## src/rtl/midi_uart_port_with_cmd_ack_macros.svh

```systemverilog
// assertion helpers for the midi uart port
`ifndef MIDI_UART_PORT_WITH_CMD_ACK_MACROS_SVH
`define MIDI_UART_PORT_WITH_CMD_ACK_MACROS_SVH

// condition holds at every clock edge outside reset
`define MUCP_ASSERT_ALWAYS(name, cond) \
	name: assert property (@(posedge clk) disable iff (!arst_n) (cond)) \
		else $error("mucp invariant violated");

// antecedent at one edge implies consequent at the next edge
`define MUCP_ASSERT_NEXT(name, ante, cons) \
	name: assert property (@(posedge clk) disable iff (!arst_n) (ante) |=> (cons)) \
		else $error("mucp next-cycle check failed");

`endif

```

## src/rtl/mucp_pkg.sv

```systemverilog
package mucp_pkg;

	// item kinds
	localparam logic [1:0] KIND_READ    = 2'd0;
	localparam logic [1:0] KIND_WRITE   = 2'd1;
	localparam logic [1:0] KIND_RX_BYTE = 2'd2;
	localparam logic [1:0] KIND_TX_DONE = 2'd3;

	// ports
	localparam logic PORT_DATA = 1'b0;
	localparam logic PORT_CTRL = 1'b1;

	localparam logic [7:0] ACK_BYTE    = 8'hfe;
	localparam logic [7:0] SR_RX_EMPTY = 8'h80;
	localparam logic [7:0] SR_TX_BUSY  = 8'h40;
	localparam logic [7:0] CMD_RESET   = 8'hff;
	localparam logic [7:0] CMD_UART    = 8'h3f;
	localparam logic [7:0] EMPTY_READ  = 8'hff;

	// control broadcast to every fifo cell
	typedef struct packed {
		logic       clear;
		logic       shift;
		logic       push;
		logic [7:0] push_data;
	} cell_ctl_t;

endpackage

```

## src/rtl/mucp_cell.sv

```systemverilog
module mucp_cell import mucp_pkg::*; (
	input  logic       clk,
	input  logic       arst_n,
	input  cell_ctl_t  ctl,
	input  logic       prev_valid,  // neighbor toward the head holds a byte
	input  logic       next_valid,  // neighbor toward the tail
	input  logic [7:0] next_data,
	output logic       valid,
	output logic [7:0] data
);

	logic       valid_q;
	logic [7:0] data_q;
	logic       own;
	logic       valid_d;
	logic [7:0] data_d;

	assign own = valid_q & ~ctl.clear;

	always_comb begin
		valid_d = own;
		data_d  = data_q;
		if (ctl.shift) begin
			valid_d = next_valid;
			data_d  = next_data;
		end else if (ctl.push && prev_valid && !own) begin
			// first free cell takes the new byte
			valid_d = 1'b1;
			data_d  = ctl.push_data;
		end
	end

	always_ff @(posedge clk or negedge arst_n) begin
		if (!arst_n) begin
			valid_q <= 1'b0;
		end else begin
			valid_q <= valid_d;
		end
	end

	always_ff @(posedge clk) begin
		data_q <= data_d;
	end

	assign valid = valid_q;
	assign data  = data_q;

endmodule

```

## src/rtl/midi_uart_port_with_cmd_ack.sv

```systemverilog
// channel | direction | tdata (low bit up)                          | tuser
// s       | in        | write_value[7:0], line_byte[15:8]           | kind[1:0], port[2]
// m       | out       | read_value[7:0], send_byte[15:8],           | send_strobe[0]
//         |           | rx_pending[16], dropped[17], zero pad       |
//
// one item per cycle unless output stalls, one result per item, the cycle after acceptance
// receive fifo is a row of RX_DEPTH cells; a pop shifts every cell toward the head
// in the same cycle, a push lands in the first empty cell
// the output register frees the input whenever the result is taken or the register is empty
// reset clears the cell valid bits, uart mode and tx busy at once; no clearing pass
module midi_uart_port_with_cmd_ack import mucp_pkg::*; #(
	parameter int RX_DEPTH = 16
) (
	input  logic        clk,
	input  logic        arst_n,
	input  logic        s_tvalid,
	output logic        s_tready,
	input  logic [15:0] s_tdata,   // write_value[7:0], line_byte[15:8]
	input  logic [2:0]  s_tuser,   // kind[1:0], port[2]
	output logic        m_tvalid,
	input  logic        m_tready,
	output logic [23:0] m_tdata,   // read_value[7:0], send_byte[15:8], rx_pending[16], dropped[17]
	output logic [0:0]  m_tuser    // send_strobe[0]
);

	localparam logic [RX_DEPTH-1:0] ONE_V = RX_DEPTH'(1);

	// input fields
	logic [1:0] kind;
	logic       port;
	logic [7:0] write_value;
	logic [7:0] line_byte;

	assign kind        = s_tuser[1:0];
	assign port        = s_tuser[2];
	assign write_value = s_tdata[7:0];
	assign line_byte   = s_tdata[15:8];

	logic fire;
	logic out_valid_q;

	assign s_tready = ~out_valid_q | m_tready;
	assign fire     = s_tvalid & s_tready;

	// control state
	logic uart_mode_q;
	logic tx_busy_q;

	// fifo cells
	logic [RX_DEPTH-1:0] cell_valid;
	logic [7:0]          cell_data [RX_DEPTH];
	cell_ctl_t           ctl;

	logic fifo_empty;
	logic fifo_full;
	assign fifo_empty = ~cell_valid[0];
	assign fifo_full  = cell_valid[RX_DEPTH-1];

	// per-item decode
	logic       push_req;
	logic [7:0] rd_c;
	logic       strobe_c;
	logic [7:0] sbyte_c;
	logic       drop_c;
	logic       pend_c;
	logic       uart_d;
	logic       busy_d;

	always_comb begin
		ctl        = '0;
		push_req   = 1'b0;
		rd_c       = '0;
		strobe_c   = 1'b0;
		sbyte_c    = '0;
		uart_d     = uart_mode_q;
		busy_d     = tx_busy_q;
		unique case (kind)
			KIND_READ: begin
				if (port == PORT_DATA) begin
					// pop, or 0xff on an empty fifo
					ctl.shift = ~fifo_empty;
					rd_c      = fifo_empty ? EMPTY_READ : cell_data[0];
				end else begin
					rd_c = (fifo_empty ? SR_RX_EMPTY : 8'h00) |
						(tx_busy_q ? SR_TX_BUSY : 8'h00);
				end
			end
			KIND_WRITE: begin
				if (port == PORT_DATA) begin
					if (!tx_busy_q) begin
						strobe_c = 1'b1;
						sbyte_c  = write_value;
						busy_d   = 1'b1;
					end
				end else if (write_value == CMD_RESET) begin
					// reset command: empty fifo, leave uart mode, ack only from
					// intelligent mode
					ctl.clear     = 1'b1;
					uart_d        = 1'b0;
					push_req      = ~uart_mode_q;
					ctl.push_data = ACK_BYTE;
				end else if (!uart_mode_q) begin
					if (write_value == CMD_UART) begin
						uart_d = 1'b1;
					end
					push_req      = 1'b1;
					ctl.push_data = ACK_BYTE;
				end
			end
			KIND_RX_BYTE: begin
				push_req      = uart_mode_q;
				ctl.push_data = line_byte;
			end
			KIND_TX_DONE: begin
				busy_d = 1'b0;
			end
			default: begin
			end
		endcase
		ctl.push = push_req;

		// a data write while busy is lost
		drop_c = (kind == KIND_WRITE) & (port == PORT_DATA) & tx_busy_q;
		// a push into a full fifo is lost; a cleared fifo is never full
		if (push_req && fifo_full && !ctl.clear) begin
			drop_c = 1'b1;
		end

		// whether the fifo holds a byte after this item
		if (ctl.clear) begin
			pend_c = push_req;
		end else if (ctl.shift) begin
			pend_c = cell_valid[1];
		end else if (push_req) begin
			pend_c = 1'b1;
		end else begin
			pend_c = cell_valid[0];
		end

		// nothing moves unless the item is taken
		if (!fire) begin
			ctl.clear = 1'b0;
			ctl.shift = 1'b0;
			ctl.push  = 1'b0;
		end
	end

	// chain of fifo cells
	for (genvar i = 0; i < RX_DEPTH; i++) begin : g_cell
		logic       prev_in;
		logic       next_v;
		logic [7:0] next_d;

		if (i == 0) begin : g_head
			assign prev_in = 1'b1;
		end else begin : g_body
			assign prev_in = cell_valid[i-1] & ~ctl.clear;
		end

		if (i == RX_DEPTH - 1) begin : g_tail
			assign next_v = 1'b0;
			assign next_d = '0;
		end else begin : g_link
			assign next_v = cell_valid[i+1];
			assign next_d = cell_data[i+1];
		end

		mucp_cell u_cell (
			.clk        (clk),
			.arst_n     (arst_n),
			.ctl        (ctl),
			.prev_valid (prev_in),
			.next_valid (next_v),
			.next_data  (next_d),
			.valid      (cell_valid[i]),
			.data       (cell_data[i])
		);
	end

	// mode and transmitter state
	always_ff @(posedge clk or negedge arst_n) begin
		if (!arst_n) begin
			uart_mode_q <= 1'b0;
			tx_busy_q   <= 1'b0;
		end else if (fire) begin
			uart_mode_q <= uart_d;
			tx_busy_q   <= busy_d;
		end
	end

	// output register
	always_ff @(posedge clk or negedge arst_n) begin
		if (!arst_n) begin
			out_valid_q <= 1'b0;
		end else if (fire) begin
			out_valid_q <= 1'b1;
		end else if (m_tready) begin
			out_valid_q <= 1'b0;
		end
	end

	logic [23:0] out_data_q;
	logic        out_strobe_q;

	always_ff @(posedge clk) begin
		if (fire) begin
			out_data_q   <= {6'b0, drop_c, pend_c, sbyte_c, rd_c};
			out_strobe_q <= strobe_c;
		end
	end

	assign m_tvalid   = out_valid_q;
	assign m_tdata    = out_data_q;
	assign m_tuser[0] = out_strobe_q;

	`include "midi_uart_port_with_cmd_ack_macros.svh"

	// occupied cells always form a run from the head
	`MUCP_ASSERT_ALWAYS(a_cells_packed, ((cell_valid + ONE_V) & cell_valid) == '0)
	// reported interrupt matches the fifo left behind by the item
	`MUCP_ASSERT_NEXT(a_pending_match, fire, m_tdata[16] == cell_valid[0])
	// a started transmit leaves the transmitter busy
	`MUCP_ASSERT_NEXT(a_strobe_busy, fire && strobe_c, tx_busy_q && m_tuser[0])

endmodule
```

## config.mk

```make
export PLATFORM = sky130hd
export DESIGN_NAME = midi_uart_port_with_cmd_ack
export DESIGN_NICKNAME = d
export VERILOG_FILES = /design/src/rtl/mucp_pkg.sv /design/src/rtl/mucp_cell.sv /design/src/rtl/midi_uart_port_with_cmd_ack.sv
export VERILOG_INCLUDE_DIRS = /design/src /design/src/rtl
export SDC_FILE = /design/constraint.sdc
export NUM_CORES = 1
export LEC_CHECK = 0
export BUFFER_PORTS_ARGS = -buffer_cell sky130_fd_sc_hd__buf_2
export CAP_MARGIN = 20
export CORE_ASPECT_RATIO = 0.7
export CORE_MARGIN = 5
export CORE_UTILIZATION = 40
export DETAILED_ROUTE_END_ITERATION = 12
export GPL_TIMING_DRIVEN = 0
export PLACE_DENSITY = 0.6
export SKIP_CTS_REPAIR_TIMING = 1
export SLEW_MARGIN = 25
export SYNTH_ARGS = -nofsm -noshare
export SYNTH_HDL_FRONTEND = slang
export SYNTH_HIERARCHICAL = 1
export SYNTH_SLANG_ARGS = --single-unit
export TNS_END_PERCENT = 30
```

## constraint.sdc

```tcl
create_clock -name clk -period 3.9 [get_ports clk]
set_clock_uncertainty 0.05 [all_clocks]
set_input_delay 0.585 -clock clk [delete_from_list [all_inputs] [get_ports clk]]
set_output_delay 0.585 -clock clk [all_outputs]
set_load 0.03 [all_outputs]
```

==> run metrics, run 1 <==
run status finished, final reports clean; GRT overflow 0; n_diodes 0; DIE HEIGHT between 100 and 150 um; initial cell density of the core 41.1%; Routed Antenna Nets 0; initial antenna violation count 0; post-route DRC violation count 0; CP arrival roughly 2.8 ns; clk buf depth 2; GPL Wtd Cong 0.774; TritonCTS Sinks ~170; drt via density ~5; total power 4.35 mW; Post-synth EDFFs ~150; multi-input logic area between 3000 and 4000 sq um; area of the mapped netlist slightly above 8000 sq um; top cells by count, synth edfxtp_1, mux2_4, inv_1; CTS tree built; worst slew pin tran approximately 1.1 ns; met3 Resource Use GR about 3.2%; fin util a little under half; Peak VDD IR 423 uV; met2 usage between 20% and 30%; floorplan row count between 40 and 50; worst hold path type input port to asynchronous set/reset pin; clock-pin slew on the worst setup and hold paths approximately 0.070 ns; period utilization a little over two thirds; Critical Path End Type flop; cells after synthesis about 520; met1 Track Usage GR about a fifth; top cells by area, synth edfxtp_1, mux2_4, dfrtp_1; routed length per instance between 15 and 20 um; IO Count 50; critical path type flop to flop; Hold WS roughly 0.059 ns; Filler cells around 1700; fraction of synthesis flops using an asynchronous set or reset pin a little under an eighth; max cap viols 0; Main synth FF type edfxtp_1; share of layout cells above drive strength 1 between 40% and 50%; gr usage total 13.6%; I/O Buffers 43; vias in the first global route roughly 4500; post-layout net count about 630; CTS H-tree depth 4; Core ar. around 20000 sq um; Reg area between 4000 and 5000 sq um; crit path launch type flop; top-count cell post-synth edfxtp_1; number of library cell types mapped by synthesis 35; fmax 369 MHz; minimum clock period approximately 2.7 ns; Setup-failing EPs final 0; CP Max Fanout 13; sequential area share after synthesis roughly three fifths; global-route wire length before repair approximately 25000 um; Die X 181 um; Worst EP required slightly below 4 ns; Root Buffer clkbuf_16; Synth top area share approximately 54%; post-synth top area cell edfxtp_1; FF+latch count, synth 166; Yosys warning count 6; grt peak-use layer met2; Final Hold Fails 0; 1st-pass router iterations 5; Syn Area/Cell about 16 sq um; die footprint 23600 sq um; slew margin rel. between 20% and 30%; Max Slew Vio Count 0; vias between 4000 and 5000; Power Density approximately 460 nW/um^2; CTS buffer count 17; area growth from synthesis to layout 15.1%; Clock Latency Late Sink roughly 0.42 ns; unrepaired setup endpoints after global routing false; Leak about 3.6 nW; initial DRC count 295; Routed WL 15600 um; HPWL after DPL about 10000 um; pin count of the biggest net entering global routing 33
[placed cells by master (no fill, tap or decap), drive strengths merged, types with 5 or more instances in the layout]
cell	n
a31oi	18
a21o	7
inv	37
and2	10
clkbuf	24
conb	17
edfxtp	147
nand2	21
nor2b	18
clkinv	5
a31o	16
nand2b	19
o21a	7
dfrtp	19
a21oi	8
a21boi	15
mux2	128
buf	73
[power breakdown]
part	total, mW	internal (mW)	switching [mW]	leakage [nW]
logic	0.562	0.245	0.317	1.79
registers	2.16	2.09	0.0738	1.57
clock network	1.63	0.898	0.731	0.280
total	4.35	3.23	1.12	3.64
[worst max-delay path: stages, from the launching register on]
cell and delay, ns:
dfrtp_1 0.34, clkbuf_1 0.41, inv_1 0.20, nor3_4 0.50, buf_6 0.23, buf_6 0.20
buf_6 0.19, a31o_2 0.26
[registers in the layout, summed over array words and instances, names as in the netlist]
signal / flops
uart_mode_q: 1
tx_busy_q: 1
g_cell.u_cell/valid: 16
m_tuser: 1
m_tdata: 18
g_cell.u_cell/data: 128
m_tvalid: 1
[cell families after synthesis]
family          count (synthesis)  synth area share (%)
fa+ha+maj                       4                 0.609
flops                         166                  59.5
simple gates                   80                  5.54
mux                           128                  22.6
buf+inv                        62                  4.75
compound gates                 79                  6.89
other cells                     2                0.0913
[cell type report]
class	instances	share of cell area, %
flip-flops and latches	166	51.7
inverters	30	1.19
well taps	270	3.57
clock inverters	14	1.48
plain buffers	32	2.93
clock buffers	18	4.53
multi-input cells	308	31.9
repair buffers	47	2.71
[routing by layer]
metal  part of all wire (%)  routed length (um)
met5                      0                   0
met4                   0.69                 107
met3                    4.4                 680
met2                     45                6950
met1                     50                7840
[per-stage QoR]
| stage | instance area (sq um) | std cells | setup slack [ns] | setup TNS [ns] |
|---|---|---|---|---|
| after floorplan | 8280 | 536 | 0.366 | 0 |
| after global routing | 9470 | 885 | 1.03 | 0 |
| after CTS | 9470 | 885 | 1.16 | 0 |
| after detailed placement | 8900 | 853 | 0.713 | 0 |
| after global placement | 8840 | 849 | -0.589 | -144.14 |
| final | 9470 | 885 | 1.19 | 0 |
[final timing paths]
kind / from / end / slack, ns / cells after the start
max: g_cell[0].u_cell/valid / g_cell[10].u_cell/data[1] / 1.19 / 7
min: arst_n / m_tvalid / 0.06 / 1
max reg2reg: g_cell[0].u_cell/valid / g_cell[10].u_cell/data[1] / 1.19 / 7
min reg2reg: g_cell[9].u_cell/data[1] / g_cell[8].u_cell/data[1] / 0.50 / 1
max in group asynchronous: arst_n / g_cell[3].u_cell/valid / 3.41 / 1
min in group clk: s_tdata[4] / m_tdata[12] / 0.41 / 2
No activity file was read; power rests on OpenSTA's default activity.
==> run 2, diff against run 1 <==
Settings changed: ABC_AREA set to 1, PLACE_DENSITY 0.6 to 0.58.
Clock period 3.9 ns to 2.61 ns, I/O delays scaled along.
==> run metrics, run 2 <==
total negative setup slack 0 ns (unchanged); top-count cell post-synth nand2_1 (was edfxtp_1); Setup-failing EPs final 0 (unchanged); Critical Path End Type flop (unchanged); initial DRC count 394 (was 295); Leak 4.21 nW (was 3.64 nW); share of layout cells above drive strength 1 14.0% (was 41.5%); fin area 9160 sq um (was 9470 sq um); Filler cells 1897 (was 1734); Yosys warning count 6 (unchanged); max reg flops 128 (unchanged); post-layout net count 993 (was 629); number of library cell types mapped by synthesis 23 (was 35); Clock Latency Late Sink 0.44 ns (was 0.42 ns); fmax 429 MHz (was 369 MHz); post-route DRC violation count 0 (unchanged); Synth top area share 56.0% (was 53.7%); Routed WL 16700 um (was 15600 um); area growth from synthesis to layout 16.1% (was 15.1%); floorplan row count 43 (unchanged); unrepaired setup endpoints after global routing false (unchanged); vias in the first global route 5066 (was 4509); fin util 46.8% (was 47.3%); clk buf depth 2 (unchanged); clock-pin slew on the worst setup and hold paths 0.06 ns (was 0.07 ns); worst hold path type input port to flop (was input port to asynchronous set/reset pin); top cells by area, synth edfxtp_1, nand2_1, dfrtp_1 (was edfxtp_1, mux2_4, dfrtp_1); GRT overflow 0 (unchanged); critical path type flop to flop (unchanged); CTS tree built (unchanged); fraction of synthesis flops using an asynchronous set or reset pin 11.4% (unchanged); Worst EP required 2.66 ns (was 3.95 ns); CTS H-tree depth 4 (unchanged); Core ar. 19600 sq um (was 20000 sq um); period utilization 89.2% (was 69.5%); Root Buffer clkbuf_16 (unchanged); minimum clock period 2.33 ns (was 2.71 ns); cells after synthesis 885 (was 521); Power Density 664 nW/um^2 (was 460 nW/um^2); crit path launch type flop (unchanged); post-synth top area cell edfxtp_1 (unchanged); n_diodes 0 (unchanged); I/O Buffers 43 (unchanged); 1st-pass router iterations 5 (unchanged); TritonCTS Sinks 166 (unchanged); pin count of the biggest net entering global routing 33 (unchanged); drt via density 4.47 (was 5.02); max cap viols 0 (unchanged); Max Slew Vio Count 0 (unchanged); FF+latch count, synth 166 (unchanged); die footprint 22700 sq um (was 23600 sq um); vias 5582 (was 4443); Crit path top cell by count nand2_1 (was buf_6); CP arrival 2.37 ns (was 2.76 ns); dpl cell area 8520 sq um (was 8900 sq um); GPL Wtd Cong 0.806 (was 0.774); Peak VDD IR 343 uV (was 423 uV); Final Hold Fails 0 (unchanged); Die X 178 um (was 181 um); crit path cell chain nand2_1 > nand2_1 > nor2_4 > buf_12 > buf_6 > inv_2 > nand2_1 (was clkbuf_1 > inv_1 > nor3_4 > buf_6 > buf_6 > buf_6 > a31o_2); commonest cells after routing, fill and taps aside nand2_1, edfxtp_1, inv_1 (was edfxtp_1, mux2_4, buf_2); initial antenna violation count 0 (unchanged); slew margin rel. 37.3% (was 29.0%); routed length per instance 13.4 um (was 17.6 um); HPWL after DPL 11000 um (was 10200 um); max incr delay on CP 0.38 ns (was 0.50 ns); IO Count 50 (unchanged); sequential area share after synthesis 62.0% (was 59.5%); DIE HEIGHT 127 um (was 130 um); CP Max Fanout 16 (was 13); gr usage total 15.5% (was 13.6%); CTS buffer count 17 (unchanged); initial cell density of the core 40.3% (was 41.1%); worst slew pin tran 0.940 ns (was 1.06 ns); most common cell after layout, fill and taps aside nand2_1 (was edfxtp_1); Syn Area/Cell 8.91 sq um (was 15.8 sq um); global-route wire length before repair 27100 um (was 25100 um); total power 6.09 mW (was 4.35 mW); top cells by count, synth nand2_1, edfxtp_1, inv_1 (was edfxtp_1, mux2_4, inv_1); Main synth FF type edfxtp_1 (unchanged); run status finished, final reports clean (unchanged); Post-synth EDFFs 147 (unchanged); Hold WS 0.215 ns (was 0.0586 ns); area of the mapped netlist 7890 sq um (was 8220 sq um); Routed Antenna Nets 0 (unchanged); CP max stage cell dfrtp_1 (was nor3_4)
==> run 2: changes by cell type after synthesis, moves of 10 or more <==
cell      change
nand3_1      +26
nor2_1       +35
nand2_1     +505
a31o_2       -16
mux2_2       -16
inv_1        +26
mux2_4      -112
inv_2        +17
nor2_2       +11
a21boi_0     -14
a31oi_1      -18
and2_1       -10
nand2b_1     -19
nor2b_1      -18
==> run 2: final timing paths <==
path                                   startpoint  slack (ns)  cells after the start                        end
min reg2reg                g_cell[2].u_cell/valid        0.45                      2     g_cell[1].u_cell/valid
min                                    s_tdata[5]        0.21                      3                m_tdata[13]
max in group asynchronous                  arst_n        1.78                      2     g_cell[6].u_cell/valid
max reg2reg                              m_tvalid        0.28                      7  g_cell[10].u_cell/data[3]
max                                      m_tvalid        0.28                      7  g_cell[10].u_cell/data[3]
min in group asynchronous                  arst_n        0.40                      2                   m_tvalid
==> run 2: kinds of logic (layout without fill, tap and decap cells) <==
family                     after synthesis  after routing  share of synthesized area, %
and+or+nand+nor                        608            609                          30.2
DFF                                    166            166                          62.0
buffers and inverters                   99            177                          6.66
AOI/OAI and AO/OA                        6              6                         0.444
adders and majority gates                4              4                         0.635
other                                    2             17                        0.0952
==> run 2: final cells by class <==
| cell class | count | area, sq um | area share [%] |
|---|---|---|---|
| Sequential cell | 166 | 4890 | 53.4 |
| Multi-Input combinational cell | 636 | 2560 | 28.0 |
| Clock buffer | 17 | 425 | 4.64 |
| Tap cell | 270 | 338 | 3.69 |
| Inverter | 74 | 278 | 3.03 |
| Timing Repair Buffer | 46 | 265 | 2.90 |
| Buffer | 25 | 248 | 2.70 |
| Clock inverter | 15 | 156 | 1.71 |
==> run 2: critical path, delay by kind of cell (launching register included) <==
kind,cells,cell delay [ns]
DFF,1,0.38
buffers and inverters,3,0.46
and+or+nand+nor,4,1.09
==> run 2: where the power goes <==
part	internal, mW	switching [mW]
logic	0.160	0.398
registers	3.00	0.0373
clock network	1.36	1.14
total	4.51	1.57
==> run 2: per-stage QoR <==
step	cells	worst slack, ns
final	1249	0.281
after detailed placement	1213	-0.233
after global routing	1249	0.163
after global placement	1213	-0.625
after CTS	1245	0.00368
after floorplan	900	0.0394
==> run 2: routing by layer <==
layer | global-route usage, % | vias up | share of wire, %
met1 | 23.9 | 2555 | 53
met5 | 0 | - | 0
met4 | 4.09 | 0 | 1.2
met3 | 4.38 | 16 | 4.6
met2 | 21.1 | 86 | 41
li1 | - | 2925 | -
